**src/rtl/core/twsu_pkg.sv**
```systemverilog
// Shared types and constants of the timing wheel scheduler.
// Used by the front, the command queue, the back and the top level.
package twsu_pkg;

  localparam int TIMEOUT_W   = 16;
  localparam int ID_W        = 8;
  localparam int SLOT_MAX_W  = 8;
  localparam int QUEUE_DEPTH = 2;

  typedef enum logic [1:0] {
    CMD_ADD,
    CMD_ZERO,
    CMD_TICK
  } cmd_op_t;

  typedef enum logic [1:0] {
    KIND_ADDED   = 2'd0,
    KIND_FULL    = 2'd1,
    KIND_ZERO    = 2'd2,
    KIND_EXPIRED = 2'd3
  } kind_t;

  typedef struct packed {
    cmd_op_t                op;
    logic [SLOT_MAX_W-1:0]  slot;
    logic [TIMEOUT_W-1:0]   rounds;
    logic [ID_W-1:0]        id;
  } twsu_cmd_t;

endpackage

```
**src/rtl/core/twsu_front.sv**
```systemverilog
// Front end: takes items, tracks the wheel position, classifies adds and ticks.
// Splits timeout-1 into rounds and slot by reciprocal multiply. Uses twsu_pkg.
module twsu_front #(
  parameter int WHEEL_SLOTS = 8
) (
  input  logic                       clk,
  input  logic                       rst_n,
  input  logic                       start,
  output logic                       busy,
  input  logic                       in_mode,
  input  logic [15:0]                in_timeout,
  input  logic [7:0]                 in_timer_id,
  input  logic                       q_full,
  output logic                       push,
  output twsu_pkg::twsu_cmd_t        push_cmd
);
  import twsu_pkg::*;

  localparam int SLOT_W   = $clog2(WHEEL_SLOTS);
  localparam int SHIFT    = TIMEOUT_W + SLOT_W;
  localparam int RECIP_W  = 18;
  localparam int PROD_W   = TIMEOUT_W + RECIP_W;
  localparam int RECIP_I  = ((2 ** SHIFT) + WHEEL_SLOTS - 1) / WHEEL_SLOTS;
  localparam logic [RECIP_W-1:0]  RECIP    = RECIP_W'(RECIP_I);
  localparam logic [SLOT_W-1:0]   LAST_SL  = SLOT_W'(WHEEL_SLOTS - 1);
  localparam logic [SLOT_W:0]     SLOTS_X  = (SLOT_W + 1)'(WHEEL_SLOTS);

  typedef enum logic [1:0] {
    F_IDLE,
    F_MUL,
    F_DIV,
    F_PUSH
  } fstate_t;

  fstate_t               state_r, state_nxt;
  logic [SLOT_W-1:0]     cur_r, cur_nxt;
  logic [TIMEOUT_W-1:0]  t1_r, t1_nxt;
  logic [PROD_W-1:0]     prod_r, prod_nxt;
  twsu_cmd_t             cmd_r, cmd_nxt;

  logic [TIMEOUT_W-1:0]  quo;
  logic [TIMEOUT_W-1:0]  quo_s;
  logic [TIMEOUT_W-1:0]  rem;
  logic [SLOT_W:0]       sum;
  logic [SLOT_W-1:0]     cur_inc;
  logic                  accept;

  assign busy     = (state_r != F_IDLE);
  assign accept   = start && !busy;
  assign push     = (state_r == F_PUSH) && !q_full;
  assign push_cmd = cmd_r;

  always_comb begin
    state_nxt = state_r;
    cur_nxt   = cur_r;
    t1_nxt    = t1_r;
    prod_nxt  = prod_r;
    cmd_nxt   = cmd_r;
    cur_inc   = (cur_r == LAST_SL) ? '0 : cur_r + SLOT_W'(1);
    quo       = TIMEOUT_W'(prod_r >> SHIFT);
    quo_s     = TIMEOUT_W'(32'(quo) * 32'(WHEEL_SLOTS));
    rem       = t1_r - quo_s;
    sum       = {1'b0, cur_r} + (SLOT_W + 1)'(rem[SLOT_W-1:0]) + (SLOT_W + 1)'(1);
    if (sum >= SLOTS_X) begin
      sum = sum - SLOTS_X;
    end
    unique case (state_r)
      F_IDLE: begin
        if (accept) begin
          cmd_nxt.id     = in_timer_id;
          cmd_nxt.rounds = '0;
          cmd_nxt.slot   = '0;
          if (in_mode) begin
            cur_nxt      = cur_inc;
            cmd_nxt.op   = CMD_TICK;
            cmd_nxt.slot = SLOT_MAX_W'(cur_inc);
            state_nxt    = F_PUSH;
          end else if (in_timeout == '0) begin
            cmd_nxt.op = CMD_ZERO;
            state_nxt  = F_PUSH;
          end else begin
            cmd_nxt.op = CMD_ADD;
            t1_nxt     = in_timeout - TIMEOUT_W'(1);
            state_nxt  = F_MUL;
          end
        end
      end
      F_MUL: begin
        prod_nxt  = PROD_W'(t1_r) * PROD_W'(RECIP);
        state_nxt = F_DIV;
      end
      F_DIV: begin
        cmd_nxt.rounds = quo;
        cmd_nxt.slot   = SLOT_MAX_W'(sum[SLOT_W-1:0]);
        state_nxt      = F_PUSH;
      end
      F_PUSH: begin
        if (!q_full) begin
          state_nxt = F_IDLE;
        end
      end
      default: state_nxt = F_IDLE;
    endcase
  end

  always_ff @(posedge clk) begin
    if (!rst_n) begin
      state_r <= F_IDLE;
      cur_r   <= '0;
    end else begin
      state_r <= state_nxt;
      cur_r   <= cur_nxt;
    end
    t1_r   <= t1_nxt;
    prod_r <= prod_nxt;
    cmd_r  <= cmd_nxt;
  end

endmodule

```
**src/rtl/core/twsu_queue.sv**
```systemverilog
// Two-entry command queue between front and back.
// Holds twsu_pkg::twsu_cmd_t items in arrival order.
module twsu_queue (
  input  logic                 clk,
  input  logic                 rst_n,
  input  logic                 push,
  input  twsu_pkg::twsu_cmd_t  push_cmd,
  output logic                 full,
  input  logic                 pop,
  output logic                 not_empty,
  output twsu_pkg::twsu_cmd_t  pop_cmd
);
  import twsu_pkg::*;

  localparam int PTR_W = $clog2(QUEUE_DEPTH);
  localparam int CNT_W = $clog2(QUEUE_DEPTH + 1);

  twsu_cmd_t           slot_r [QUEUE_DEPTH];
  logic [PTR_W-1:0]    wr_ptr_r, wr_ptr_nxt;
  logic [PTR_W-1:0]    rd_ptr_r, rd_ptr_nxt;
  logic [CNT_W-1:0]    cnt_r, cnt_nxt;

  assign full      = (cnt_r == CNT_W'(QUEUE_DEPTH));
  assign not_empty = (cnt_r != '0);
  assign pop_cmd   = slot_r[rd_ptr_r];

  always_comb begin
    wr_ptr_nxt = wr_ptr_r;
    rd_ptr_nxt = rd_ptr_r;
    cnt_nxt    = cnt_r;
    if (push && !full) begin
      wr_ptr_nxt = wr_ptr_r + PTR_W'(1);
    end
    if (pop && not_empty) begin
      rd_ptr_nxt = rd_ptr_r + PTR_W'(1);
    end
    if ((push && !full) && !(pop && not_empty)) begin
      cnt_nxt = cnt_r + CNT_W'(1);
    end else if (!(push && !full) && (pop && not_empty)) begin
      cnt_nxt = cnt_r - CNT_W'(1);
    end
  end

  always_ff @(posedge clk) begin
    if (!rst_n) begin
      wr_ptr_r <= '0;
      rd_ptr_r <= '0;
      cnt_r    <= '0;
    end else begin
      wr_ptr_r <= wr_ptr_nxt;
      rd_ptr_r <= rd_ptr_nxt;
      cnt_r    <= cnt_nxt;
    end
    if (push && !full) begin
      slot_r[wr_ptr_r] <= push_cmd;
    end
  end

endmodule

```
**src/rtl/core/twsu_back.sv**
```systemverilog
// Back end: timer pool memory, add and tick sequencer, result register.
// Pops twsu_pkg::twsu_cmd_t commands from the queue.
module twsu_back #(
  parameter int WHEEL_SLOTS = 8,
  parameter int TIMER_POOL  = 16
) (
  input  logic                 clk,
  input  logic                 rst_n,
  input  logic                 q_not_empty,
  input  twsu_pkg::twsu_cmd_t  q_cmd,
  output logic                 q_pop,
  output logic                 out_strobe,
  output logic [1:0]           out_kind,
  output logic [7:0]           out_expired_id,
  output logic                 out_last
);
  import twsu_pkg::*;

  localparam int SLOT_W = $clog2(WHEEL_SLOTS);
  localparam int IDX_W  = (TIMER_POOL > 1) ? $clog2(TIMER_POOL) : 1;
  localparam int CNT_W  = $clog2(TIMER_POOL + 1);
  localparam logic [IDX_W-1:0] LAST_IDX = IDX_W'(TIMER_POOL - 1);

  typedef struct packed {
    logic [SLOT_W-1:0]     slot;
    logic [TIMEOUT_W-1:0]  rounds;
    logic [ID_W-1:0]       ident;
    logic [IDX_W-1:0]      age;
  } entry_t;

  typedef enum logic [2:0] {
    B_IDLE,
    B_ADD_SCAN,
    B_ADD_DONE,
    B_TICK_SCAN,
    B_RUN_ORD,
    B_RUN_ENT,
    B_RUN_DO
  } bstate_t;

  entry_t              ent_mem [TIMER_POOL];
  logic [IDX_W-1:0]    ord_mem [TIMER_POOL];
  entry_t              ent_rd_r;
  logic [IDX_W-1:0]    ord_rd_r;

  bstate_t             state_r, state_nxt;
  twsu_cmd_t           cmd_r, cmd_nxt;
  logic [TIMER_POOL-1:0] valid_r, valid_nxt;
  logic [IDX_W-1:0]    scan_i_r, scan_i_nxt;
  logic                iss_done_r, iss_done_nxt;
  logic                chk_v_r, chk_v_nxt;
  logic [IDX_W-1:0]    chk_idx_r, chk_idx_nxt;
  logic [CNT_W-1:0]    cnt_r, cnt_nxt;
  logic                free_found_r, free_found_nxt;
  logic [IDX_W-1:0]    free_idx_r, free_idx_nxt;
  logic [CNT_W-1:0]    exp_cnt_r, exp_cnt_nxt;
  logic [CNT_W-1:0]    exp_done_r, exp_done_nxt;
  logic [IDX_W-1:0]    pos_r, pos_nxt;
  logic [IDX_W-1:0]    next_age_r, next_age_nxt;
  logic [IDX_W-1:0]    cur_idx_r, cur_idx_nxt;
  logic                strobe_r, strobe_nxt;
  kind_t               kind_r, kind_nxt;
  logic [ID_W-1:0]     id_r, id_nxt;
  logic                last_r, last_nxt;

  logic [IDX_W-1:0]    ent_rd_addr;
  logic [IDX_W-1:0]    ord_rd_addr;
  logic                ent_we;
  logic [IDX_W-1:0]    ent_wa;
  entry_t              ent_wd;
  logic                ord_we;
  logic [IDX_W-1:0]    ord_wa;
  logic [IDX_W-1:0]    ord_wd;
  logic                chk_valid;
  logic                match;

  assign out_strobe     = strobe_r;
  assign out_kind       = kind_r;
  assign out_expired_id = id_r;
  assign out_last       = last_r;

  assign chk_valid = valid_r[chk_idx_r];
  assign match     = chk_valid && (ent_rd_r.slot == SLOT_W'(cmd_r.slot));

  always_comb begin
    state_nxt      = state_r;
    cmd_nxt        = cmd_r;
    valid_nxt      = valid_r;
    scan_i_nxt     = scan_i_r;
    iss_done_nxt   = iss_done_r;
    chk_v_nxt      = 1'b0;
    chk_idx_nxt    = scan_i_r;
    cnt_nxt        = cnt_r;
    free_found_nxt = free_found_r;
    free_idx_nxt   = free_idx_r;
    exp_cnt_nxt    = exp_cnt_r;
    exp_done_nxt   = exp_done_r;
    pos_nxt        = pos_r;
    next_age_nxt   = next_age_r;
    cur_idx_nxt    = cur_idx_r;
    strobe_nxt     = 1'b0;
    kind_nxt       = kind_r;
    id_nxt         = id_r;
    last_nxt       = last_r;
    q_pop          = 1'b0;
    ent_rd_addr    = scan_i_r;
    ord_rd_addr    = pos_r;
    ent_we         = 1'b0;
    ent_wa         = free_idx_r;
    ent_wd         = ent_rd_r;
    ord_we         = 1'b0;
    ord_wa         = ent_rd_r.age;
    ord_wd         = chk_idx_r;

    if (state_r == B_ADD_SCAN || state_r == B_TICK_SCAN) begin
      chk_v_nxt = !iss_done_r;
      if (!iss_done_r) begin
        if (scan_i_r == LAST_IDX) begin
          iss_done_nxt = 1'b1;
        end else begin
          scan_i_nxt = scan_i_r + IDX_W'(1);
        end
      end
    end

    unique case (state_r)
      B_IDLE: begin
        if (q_not_empty) begin
          q_pop          = 1'b1;
          cmd_nxt        = q_cmd;
          scan_i_nxt     = '0;
          iss_done_nxt   = 1'b0;
          cnt_nxt        = '0;
          free_found_nxt = 1'b0;
          exp_cnt_nxt    = '0;
          unique case (q_cmd.op)
            CMD_ZERO: begin
              strobe_nxt = 1'b1;
              kind_nxt   = KIND_ZERO;
              id_nxt     = q_cmd.id;
              last_nxt   = 1'b1;
            end
            CMD_ADD:  state_nxt = B_ADD_SCAN;
            CMD_TICK: state_nxt = B_TICK_SCAN;
            default:  state_nxt = B_IDLE;
          endcase
        end
      end
      B_ADD_SCAN: begin
        if (chk_v_r) begin
          if (match) begin
            cnt_nxt = cnt_r + CNT_W'(1);
          end
          if (!chk_valid && !free_found_r) begin
            free_found_nxt = 1'b1;
            free_idx_nxt   = chk_idx_r;
          end
          if (chk_idx_r == LAST_IDX) begin
            state_nxt = B_ADD_DONE;
          end
        end
      end
      B_ADD_DONE: begin
        strobe_nxt = 1'b1;
        id_nxt     = cmd_r.id;
        last_nxt   = 1'b1;
        if (free_found_r) begin
          ent_we                = 1'b1;
          ent_wa                = free_idx_r;
          ent_wd.slot           = SLOT_W'(cmd_r.slot);
          ent_wd.rounds         = cmd_r.rounds;
          ent_wd.ident          = cmd_r.id;
          ent_wd.age            = IDX_W'(cnt_r);
          valid_nxt[free_idx_r] = 1'b1;
          kind_nxt              = KIND_ADDED;
        end else begin
          kind_nxt = KIND_FULL;
        end
        state_nxt = B_IDLE;
      end
      B_TICK_SCAN: begin
        if (chk_v_r) begin
          if (match) begin
            ord_we  = 1'b1;
            cnt_nxt = cnt_r + CNT_W'(1);
            if (ent_rd_r.rounds == '0) begin
              exp_cnt_nxt = exp_cnt_r + CNT_W'(1);
            end
          end
          if (chk_idx_r == LAST_IDX) begin
            pos_nxt      = '0;
            next_age_nxt = '0;
            exp_done_nxt = '0;
            state_nxt    = (cnt_nxt == '0) ? B_IDLE : B_RUN_ORD;
          end
        end
      end
      B_RUN_ORD: begin
        state_nxt = B_RUN_ENT;
      end
      B_RUN_ENT: begin
        ent_rd_addr = ord_rd_r;
        cur_idx_nxt = ord_rd_r;
        state_nxt   = B_RUN_DO;
      end
      B_RUN_DO: begin
        if (ent_rd_r.rounds != '0) begin
          ent_we        = 1'b1;
          ent_wa        = cur_idx_r;
          ent_wd.rounds = ent_rd_r.rounds - TIMEOUT_W'(1);
          ent_wd.age    = next_age_r;
          next_age_nxt  = next_age_r + IDX_W'(1);
        end else begin
          valid_nxt[cur_idx_r] = 1'b0;
          strobe_nxt           = 1'b1;
          kind_nxt             = KIND_EXPIRED;
          id_nxt               = ent_rd_r.ident;
          last_nxt             = ((exp_done_r + CNT_W'(1)) == exp_cnt_r);
          exp_done_nxt         = exp_done_r + CNT_W'(1);
        end
        if ((CNT_W'(pos_r) + CNT_W'(1)) == cnt_r) begin
          state_nxt = B_IDLE;
        end else begin
          pos_nxt   = pos_r + IDX_W'(1);
          state_nxt = B_RUN_ORD;
        end
      end
      default: state_nxt = B_IDLE;
    endcase
  end

  always_ff @(posedge clk) begin
    if (ent_we) begin
      ent_mem[ent_wa] <= ent_wd;
    end
    ent_rd_r <= ent_mem[ent_rd_addr];
    if (ord_we) begin
      ord_mem[ord_wa] <= ord_wd;
    end
    ord_rd_r <= ord_mem[ord_rd_addr];
  end

  always_ff @(posedge clk) begin
    if (!rst_n) begin
      state_r  <= B_IDLE;
      valid_r  <= '0;
      chk_v_r  <= 1'b0;
      strobe_r <= 1'b0;
    end else begin
      state_r  <= state_nxt;
      valid_r  <= valid_nxt;
      chk_v_r  <= chk_v_nxt;
      strobe_r <= strobe_nxt;
    end
    cmd_r        <= cmd_nxt;
    scan_i_r     <= scan_i_nxt;
    iss_done_r   <= iss_done_nxt;
    chk_idx_r    <= chk_idx_nxt;
    cnt_r        <= cnt_nxt;
    free_found_r <= free_found_nxt;
    free_idx_r   <= free_idx_nxt;
    exp_cnt_r    <= exp_cnt_nxt;
    exp_done_r   <= exp_done_nxt;
    pos_r        <= pos_nxt;
    next_age_r   <= next_age_nxt;
    cur_idx_r    <= cur_idx_nxt;
    kind_r       <= kind_nxt;
    id_r         <= id_nxt;
    last_r       <= last_nxt;
  end

endmodule

```
**src/rtl/core/timing_wheel_scheduler_unit.sv**
```systemverilog
// Timing wheel scheduler top level: front end, command queue, back end.
// Add: the result follows the pool scan, which counts entries in the target slot and finds a free entry.
// Tick: the pool scan orders the slot by age, then each timer in it passes B_RUN_ORD, B_RUN_ENT and B_RUN_DO.
// Front takes a new item only once its last one is pushed, and stalls while the two-entry queue is full.
// Reset clears wheel position and entry valid bits at once; no clearing pass.
// Results are single-cycle strobes; no receiver stall.
module timing_wheel_scheduler_unit #(
  parameter int WHEEL_SLOTS = 8,
  parameter int TIMER_POOL  = 16
) (
  input  logic        clk,
  input  logic        rst_n,
  input  logic        start,
  output logic        busy,
  input  logic        in_mode,
  input  logic [15:0] in_timeout,
  input  logic [7:0]  in_timer_id,
  output logic        out_strobe,
  output logic [1:0]  out_kind,
  output logic [7:0]  out_expired_id,
  output logic        out_last
);
  import twsu_pkg::*;

  logic       push;
  twsu_cmd_t  push_cmd;
  logic       q_full;
  logic       q_pop;
  logic       q_not_empty;
  twsu_cmd_t  q_cmd;

  twsu_front #(
    .WHEEL_SLOTS (WHEEL_SLOTS)
  ) u_front (
    .clk         (clk),
    .rst_n       (rst_n),
    .start       (start),
    .busy        (busy),
    .in_mode     (in_mode),
    .in_timeout  (in_timeout),
    .in_timer_id (in_timer_id),
    .q_full      (q_full),
    .push        (push),
    .push_cmd    (push_cmd)
  );

  twsu_queue u_queue (
    .clk       (clk),
    .rst_n     (rst_n),
    .push      (push),
    .push_cmd  (push_cmd),
    .full      (q_full),
    .pop       (q_pop),
    .not_empty (q_not_empty),
    .pop_cmd   (q_cmd)
  );

  twsu_back #(
    .WHEEL_SLOTS (WHEEL_SLOTS),
    .TIMER_POOL  (TIMER_POOL)
  ) u_back (
    .clk            (clk),
    .rst_n          (rst_n),
    .q_not_empty    (q_not_empty),
    .q_cmd          (q_cmd),
    .q_pop          (q_pop),
    .out_strobe     (out_strobe),
    .out_kind       (out_kind),
    .out_expired_id (out_expired_id),
    .out_last       (out_last)
  );

endmodule

```
**config.mk**
```make
export PLATFORM = sky130hd
export DESIGN_NAME = timing_wheel_scheduler_unit
export DESIGN_NICKNAME = d
export VERILOG_FILES = /design/src/rtl/core/twsu_pkg.sv /design/src/rtl/core/twsu_front.sv /design/src/rtl/core/twsu_queue.sv /design/src/rtl/core/twsu_back.sv /design/src/rtl/core/timing_wheel_scheduler_unit.sv
export SDC_FILE = /design/constraint.sdc
export NUM_CORES = 1
export LEC_CHECK = 0
export ABC_AREA = 1
export BUFFER_PORTS_ARGS = -buffer_cell sky130_fd_sc_hd__buf_4
export CELL_PAD_IN_SITES_DETAIL_PLACEMENT = 0
export CELL_PAD_IN_SITES_GLOBAL_PLACEMENT = 1
export CORE_MARGIN = 2
export CORE_UTILIZATION = 32
export CTS_CLUSTER_SIZE = 16
export DETAILED_ROUTE_END_ITERATION = 10
export GPL_TIMING_DRIVEN = 0
export PLACE_DENSITY_LB_ADDON = 0.1
export SLEW_MARGIN = 20
export SYNTH_ARGS = -nofsm -noshare
export SYNTH_HDL_FRONTEND = slang
export SYNTH_SLANG_ARGS = --single-unit
```
**constraint.sdc**
```tcl
create_clock -name clk -period 3.26 [get_ports clk]
set_input_delay 0.652 -clock clk [delete_from_list [all_inputs] [get_ports clk]]
set_output_delay 0.652 -clock clk [all_outputs]
set_load 0.005 [all_outputs]
```
==> results of run 1 <==
-- area by class of cell --
type	instances	area, sq um	area share [%]
clock inverter	47	414	1.06
sequential	809	23600	60.5
inverter	153	591	1.52
tap	1357	1700	4.36
buffer	127	589	1.51
multi-input combinational	1455	8170	21.0
clock buffer	119	2500	6.41
timing repair buffer	108	1440	3.69
-- power groups by stage --
stage          logic (mW)  registers [mW]  clock network [mW]
2_1_floorplan        4.57            14.0                   0
3_3_place_gp         8.20            14.3                   0
3_5_place_dp         8.68            14.3                   0
4_1_cts              8.75            14.1                10.3
5_1_grt              9.47            14.2                10.7
6_report             8.73            14.1                10.1
-- repair_timing --
item                       CTS  global route
pin swaps                   10             6
setup endpoints to repair  597           582
resized for setup           29            28
hold buffers                 0             0
buffers inserted            13            10
-- how the worst max path moves through the flow --
stage,from,endpoint,slack (ns),cells after the start
after floorplan,u_back.ent_rd_r[12],u_back.ent_mem[0][0],-0.02,12
after global placement,u_back.state_r[1],u_back.ent_mem[0][6],-3.00,10
after detailed placement,u_back.state_r[1],u_back.ent_mem[8][4],-0.48,11
after CTS,u_back.state_r[2],u_back.ord_wa[1],0.01,9
after global routing,u_back.chk_idx_r[0],u_back.ord_mem[11][1],-0.06,13
final,u_back.ent_rd_r[12],u_back.ent_mem[5][4],0.19,14
-- state kept, by name, summed over array words and instances (netlist names), 8 cells and up, named ones only --
name,cells
u_back.out_expired_id,8
u_back.ord_mem,64
u_front.push_cmd,26
u_front.t1_r,16
u_back.ent_mem,496
u_back.ent_rd_r,27
u_back.cmd_r,24
u_front.prod_r,13
u_back.valid_r,16
u_queue.slot_r,52
-- synth_stat cells, types with 5 or more instances --
cell type / n / area (sq um)
o221ai_1: 98 / 858
buf_2: 41 / 205
inv_1: 134 / 503
o22ai_1: 58 / 363
edfxtp_1: 734 / 22000
xnor2_1: 11 / 96.3
nand4_1: 6 / 37.5
o21ai_0: 312 / 1560
ha_1: 19 / 238
a22oi_1: 5 / 37.5
inv_2: 11 / 41.3
or2_2: 6 / 37.5
mux2_2: 24 / 270
nor3_1: 14 / 70.1
buf_4: 8 / 60.1
clkbuf_1: 74 / 278
o211ai_1: 51 / 383
o31ai_1: 5 / 37.5
o21ai_1: 17 / 85.1
nor4_1: 7 / 43.8
dfxtp_1: 75 / 1500
a21oi_1: 64 / 320
nand2_1: 237 / 890
xor2_1: 20 / 175
nor2_1: 379 / 1420
nor2_2: 5 / 31.3
nand3_1: 83 / 415
-- logic make-up (layout without fill, tap and decap cells) --
group | count (synthesis) | count (layout)
flops | 809 | 809
simple gates | 753 | 753
compound gates | 625 | 625
buf+inv | 281 | 554
xor+xnor | 31 | 31
mux | 26 | 26
fa+ha+maj | 20 | 20
-- per-stage QoR --
stage / area (sq um) / hold slack, ns / std cells
CTS: 38700 / 0.128 / 4165
global route: 38900 / 0.141 / 4175
detailed placement: 35500 / 0.391 / 3986
finish: 38900 / 0.173 / 4175
global placement: 34500 / 0.391 / 3942
floorplan: 32500 / 0.364 / 2545
-- worst register-to-register path, cell delays in order, from the launching register on --
cell      delay [ns]
dfxtp_1         0.36
inv_1           0.14
ha_1            0.29
nand2_1         0.09
nor2_1          0.05
nand4_2         0.14
clkinv_2        0.13
nor2_4          0.14
buf_6           0.24
nor2_2          0.13
inv_4           0.22
nand3_4         0.20
nor2_4          0.20
buf_12          0.20
buf_12          0.22
-- metal layers --
layer | GRT usage, % | share of wire, % | vias to the layer above
li1 | - | - | 9784
met1 | 29.0 | 45 | 11000
met2 | 33.1 | 47 | 708
met3 | 2.88 | 5.9 | 145
met4 | 6.56 | 2.5 | 0
met5 | 0 | 0 | -
==> results.yml, run 1 <==
synth:
  synth_edf_count: 734
  synth-xor-area-share_pct: 0.837
  ys_seq_area_share_pct: 72.5
  synthesis.instances: 2545
  synth.cell_area_sq_um: 32500
  dominant_combinational_cell_family_by_area_after_synthesis: "compound AO/OA/AOI/OAI gates"
  synth-warning-count: 0
  area_share_of_fa_ha_maj_cells_after_synthesis_pct: 0.794
  ys.flop_type: "edfxtp_1"
  average_cell_area_after_synthesis_sq_um: 12.8
  synth_fp_nets: 2593
  synth_simple_gate_area_share_pct: 9.66
  synth.area.mux_share_pct: 0.894
  netlist-cell-type-count: 54
  postSynthRegisterBits: 809
  synth_compound_area_share_pct: 11.7
  asyncSetResetFlopFracSynth_pct: 0
pwr:
  power_switching_mw: 11.2
  irDropWorstVdd_mv: 0.389
  power_switching_share_pct: 34.1
  internal_pwr_total_mw: 21.7
  pwr-share-seq_pct: 42.8
  leakagePower_nw: 13.1
  power_density_of_the_placed_cells_nw_per_um2: 844
  combinationalPowerShare_pct: 26.6
  power_frac_clock_pct: 30.7
  p_total_mw: 32.9
finish:
  highest_count_cells_in_the_layout_ignoring_fill_and_taps: "edfxtp_1, nor2_1, o21ai_0"
  fillerInstances: 9578
  design.final.nets: 2793
  layout-area-overhead-vs-synth_pct: 20.0
  n_antenna_cell: 0
  layout_commonest_cell: "edfxtp_1"
  proportion_of_layout_cells_with_a_drive_suffix_above_1_pct: 15.1
  post-route-util_pct: 38.8
critical_path:
  reg2reg_setup_slack_ns: 0.19
  cp_top_family: "buffers and inverters"
  timing.critical_path.to_type: "register"
  cp_data_required_time_ns: 3.60
  critical_path_cell_list: "inv_1, ha_1, nand2_1, nor2_1, nand4_2, clkinv_2, nor2_4, buf_6, nor2_2, inv_4, nand3_4, nor2_4, buf_12, buf_12"
  regToRegStartpoint: "u_back.ent_rd_r[12]"
  maximum_fanout_along_the_worst_path: 15
  critical_path_class: "reg2reg"
  cp_slowest_cell: "dfxtp_1"
  worstPathBufferInverterCount: 6
  cp_data_arrival_time_ns: 3.42
  critPathMaxStageDelay_ns: 0.36
  worst_setup_path_start_kind: "register"
  rr_worst_depth: 14
  timing.rr.end: "u_back.ent_mem[5][4]"
global_routing:
  vias_in_the_first_global_route: 21800
  grt_overflow_total: 0
  grt_max_degree: 25
  gr-usage-all-layers_pct: 20.7
  wire_length_of_the_first_global_routing_pass_microns: 154000
  antenna_found_initial: 3
routing:
  postRouteWirelength_microns: 107000
  drt_first_iter_violations: 2334
  drtPass1Iterations: 5
  drt.antenna.violating_nets: 0
  detailed_route_vias_per_instance: 5.17
  wire_per_inst_microns: 25.7
  routed-via-count: 21600
  drc: 0
worst_hold_path:
  whs_endpoint: "u_front.push_cmd[2]"
  timing.hold.worst.class: "in2reg"
  worstHoldPathCells: 1
  hold_start: "in_timer_id[2]"
placed_design:
  gp_congestion: 0.793
  dp.final_hpwl_microns: 73300
  port_buffers: 40
  place_worst_setup_slack_ns: -0.476
timing:
  worst_clock_skew_ns: 0.0237
  timing_max_transition_violations_final: 0
  timing_hold_violations_final: 0
  final-setup-viol-count: 0
  tightestPinTransition_ns: 1.13
  setup_tns_final_ns: 0
  timing.final.ws_setup_ns: 0.186
  timing.final.crit_period_ns: 3.07
  finalCritPeriodShare_pct: 94.3
  slew-limit-headroom_pct: 23.9
  max_freq_mhz: 325
job:
  cap_violations: 0
clock_network:
  cts_root_buf: "clkbuf_16"
  worst_setup_hold_path_clk_slew_ns: 0.06
  cts-buffers-inserted: 91
  cts_tree: "done"
  worst_skew_pair.late_latency_ns: 0.66
  h-tree-depth: 3
  clock_sink_count: 809
  max-clock-path-buffers: 3
floorplan:
  initial_core_util_pct: 32.4
  core_sq_um: 100000
  die_w_microns: 322
  design.die.area_sq_um: 104000
  die_y_microns: 322
  rows: 116
  floorplan.io_pins: 41
outcome:
  status: "finished clean"
Power figures use the tool's default switching activity.
==> run 2: changes to the inputs <==
- SLEW_MARGIN: 20 -> 5
- clock period: 3.26 -> 3.8 ns (I/O delays scaled with it)
==> run 2 against run 1 <==
Compared with the run above:
- setup slack gained 0.070 ns
- clock-buffer cell count down 1
- critical path depth decreased by 1
- clock power is 9% lower
- worst hold slack better by 0.10 ns
- fmax down 13%
- non-clock buffer count fell by 18
- die area is the same
- sequential power is 14% lower
- clock skew up 0.0048 ns
- critical path type unchanged
- critical endpoint is now u_back.ent_mem[3][6]
- largest cell class unchanged
==> results.yml, run 2 (same netlist as run 1, synthesis figures left out) <==
outcome:
  status: "finished clean"
critical_path:
  cp_data_arrival_time_ns: 3.91
  worstPathBufferInverterCount: 7
  cp_data_required_time_ns: 4.16
  critPathMaxStageDelay_ns: 0.43
  cp_top_family: "simple AND/OR/NAND/NOR gates"
  timing.critical_path.to_type: "register"
  maximum_fanout_along_the_worst_path: 15
  rr_worst_depth: 13
  worst_setup_path_start_kind: "register"
  critical_path_cell_list: "inv_2, nor2_2, inv_2, nor2_4, inv_6, nor2_4, buf_6, nor2_1, inv_2, nand3_1, nor2_4, buf_12, buf_16"
  path_depth: 13
  cp_slowest_cell: "dfxtp_1"
  critical_path_class: "reg2reg"
pwr:
  irDropWorstVdd_mv: 0.344
  power_density_of_the_placed_cells_nw_per_um2: 740
  p_total_mw: 28.6
  leakagePower_nw: 13.0
routing:
  drt_first_iter_violations: 2319
  drt.antenna.violating_nets: 0
  drtPass1Iterations: 5
  postRouteWirelength_microns: 107000
  detailed_route_vias_per_instance: 5.20
  routed-via-count: 21600
  wire_per_inst_microns: 25.7
  drc: 0
placed_design:
  place_worst_setup_slack_ns: 0.0205
  port_buffers: 40
  place_inst: 3970
  dp.final_hpwl_microns: 72600
  gp_congestion: 0.793
floorplan:
  die_w_microns: 322
  floorplan.io_pins: 41
  design.die.area_sq_um: 104000
  die_y_microns: 322
  core_sq_um: 100000
  rows: 116
  initial_core_util_pct: 32.4
global_routing:
  wire_length_of_the_first_global_routing_pass_microns: 153000
  gr-usage-all-layers_pct: 20.5
  antenna_found_initial: 2
  vias_in_the_first_global_route: 21600
  grt_overflow_total: 0
  grt_max_degree: 28
timing:
  tightestPinTransition_ns: 1.32
  finalCritPeriodShare_pct: 93.2
  max_freq_mhz: 282
  final-setup-viol-count: 0
  setup_tns_final_ns: 0
  slew-limit-headroom_pct: 12.0
  timing_max_transition_violations_final: 0
  grt_setup_unrepaired: "false"
  timing.final.ws_setup_ns: 0.257
  timing_hold_violations_final: 0
  timing.final.crit_period_ns: 3.54
  worst_clock_skew_ns: 0.0284
finish:
  final_cells: 4162
  fillerInstances: 9622
  sequential_cell_area_sq_um: 23500
  design.final.nets: 2778
  layout-area-overhead-vs-synth_pct: 19.0
  layout_commonest_cell: "edfxtp_1"
  largest_register_ff_count: 496
  regMostFlops: "u_back.ent_mem"
  highest_count_cells_in_the_layout_ignoring_fill_and_taps: "edfxtp_1, nor2_1, o21ai_0"
  combined_area_of_the_multi_input_logic_cells_sq_um: 7970
  layout_top_registers: "u_back.ent_mem (496), u_back.ord_mem (64), u_queue.slot_r (52)"
  proportion_of_layout_cells_with_a_drive_suffix_above_1_pct: 13.3
clock_network:
  cts_tree: "done"
  cts_root_buf: "clkbuf_16"
  clock_sink_count: 809
  worst_skew_pair.late_latency_ns: 0.68
  worst_setup_hold_path_clk_slew_ns: 0.06
  max-clock-path-buffers: 3
  cts-buffers-inserted: 94
  h-tree-depth: 3
worst_hold_path:
  timing.hold.worst.class: "in2reg"
  worstHoldPathCells: 1
job:
  cap_violations: 0
## run 2: repair_timing
| action | in CTS | in global routing |
|---|---|---|
| buffers inserted | 0 | 21 |
| hold buffers | 0 | 0 |
| resized for setup | 0 | 2 |
| pin swaps | 1 | 14 |
| hold endpoints to repair | 0 | 0 |
| endpoints found under the setup margin | 1 | 262 |
## run 2: power by group
group	switching [mW]	internal, mW
sequential	0.465	11.6
combinational	5.53	1.78
clock	3.67	5.51
## run 2: layout make-up
type | instances | share of cell area (%)
diodes | 1 | 0.00648
clock buffers | 118 | 6.43
repair buffers | 89 | 2.87
multi-input cells | 1455 | 20.6
well taps | 1357 | 4.40
plain buffers | 128 | 1.51
clock inverters | 52 | 1.65
flip-flops and latches | 809 | 61.0
inverters | 153 | 1.52
## run 2: path summary, 6_finish.rpt
check	from	to	slack (ns)
hold / removal	in_timer_id[5]	u_front.push_cmd[5]	0.28
setup reg to reg	u_back.state_r[1]	u_back.ent_mem[3][6]	0.26
setup / recovery	u_back.state_r[1]	u_back.ent_mem[3][6]	0.26
hold reg to reg	u_back.chk_idx_nxt[3]	u_back.chk_idx_r[3]	0.41
## run 2: routing by layer
layer	track usage [%]	part of all wire [%]	vias up
li1	-	-	9728
met1	28.8	45	11000
met2	33.3	47	728
met3	2.75	5.8	136
met4	5.78	2.3	0
met5	0	0	-
## run 2: through the flow
| stage | area, sq um | hold slack, ns | util (%) |
|---|---|---|---|
| detailed placement | 35200 | 0.391 | 35.1 |
| global route | 38600 | 0.249 | 38.5 |
| CTS | 38300 | 0.230 | 38.2 |
| finish | 38600 | 0.276 | 38.5 |
| global placement | 34500 | 0.391 | 34.4 |
| floorplan | 32500 | 0.364 | - |
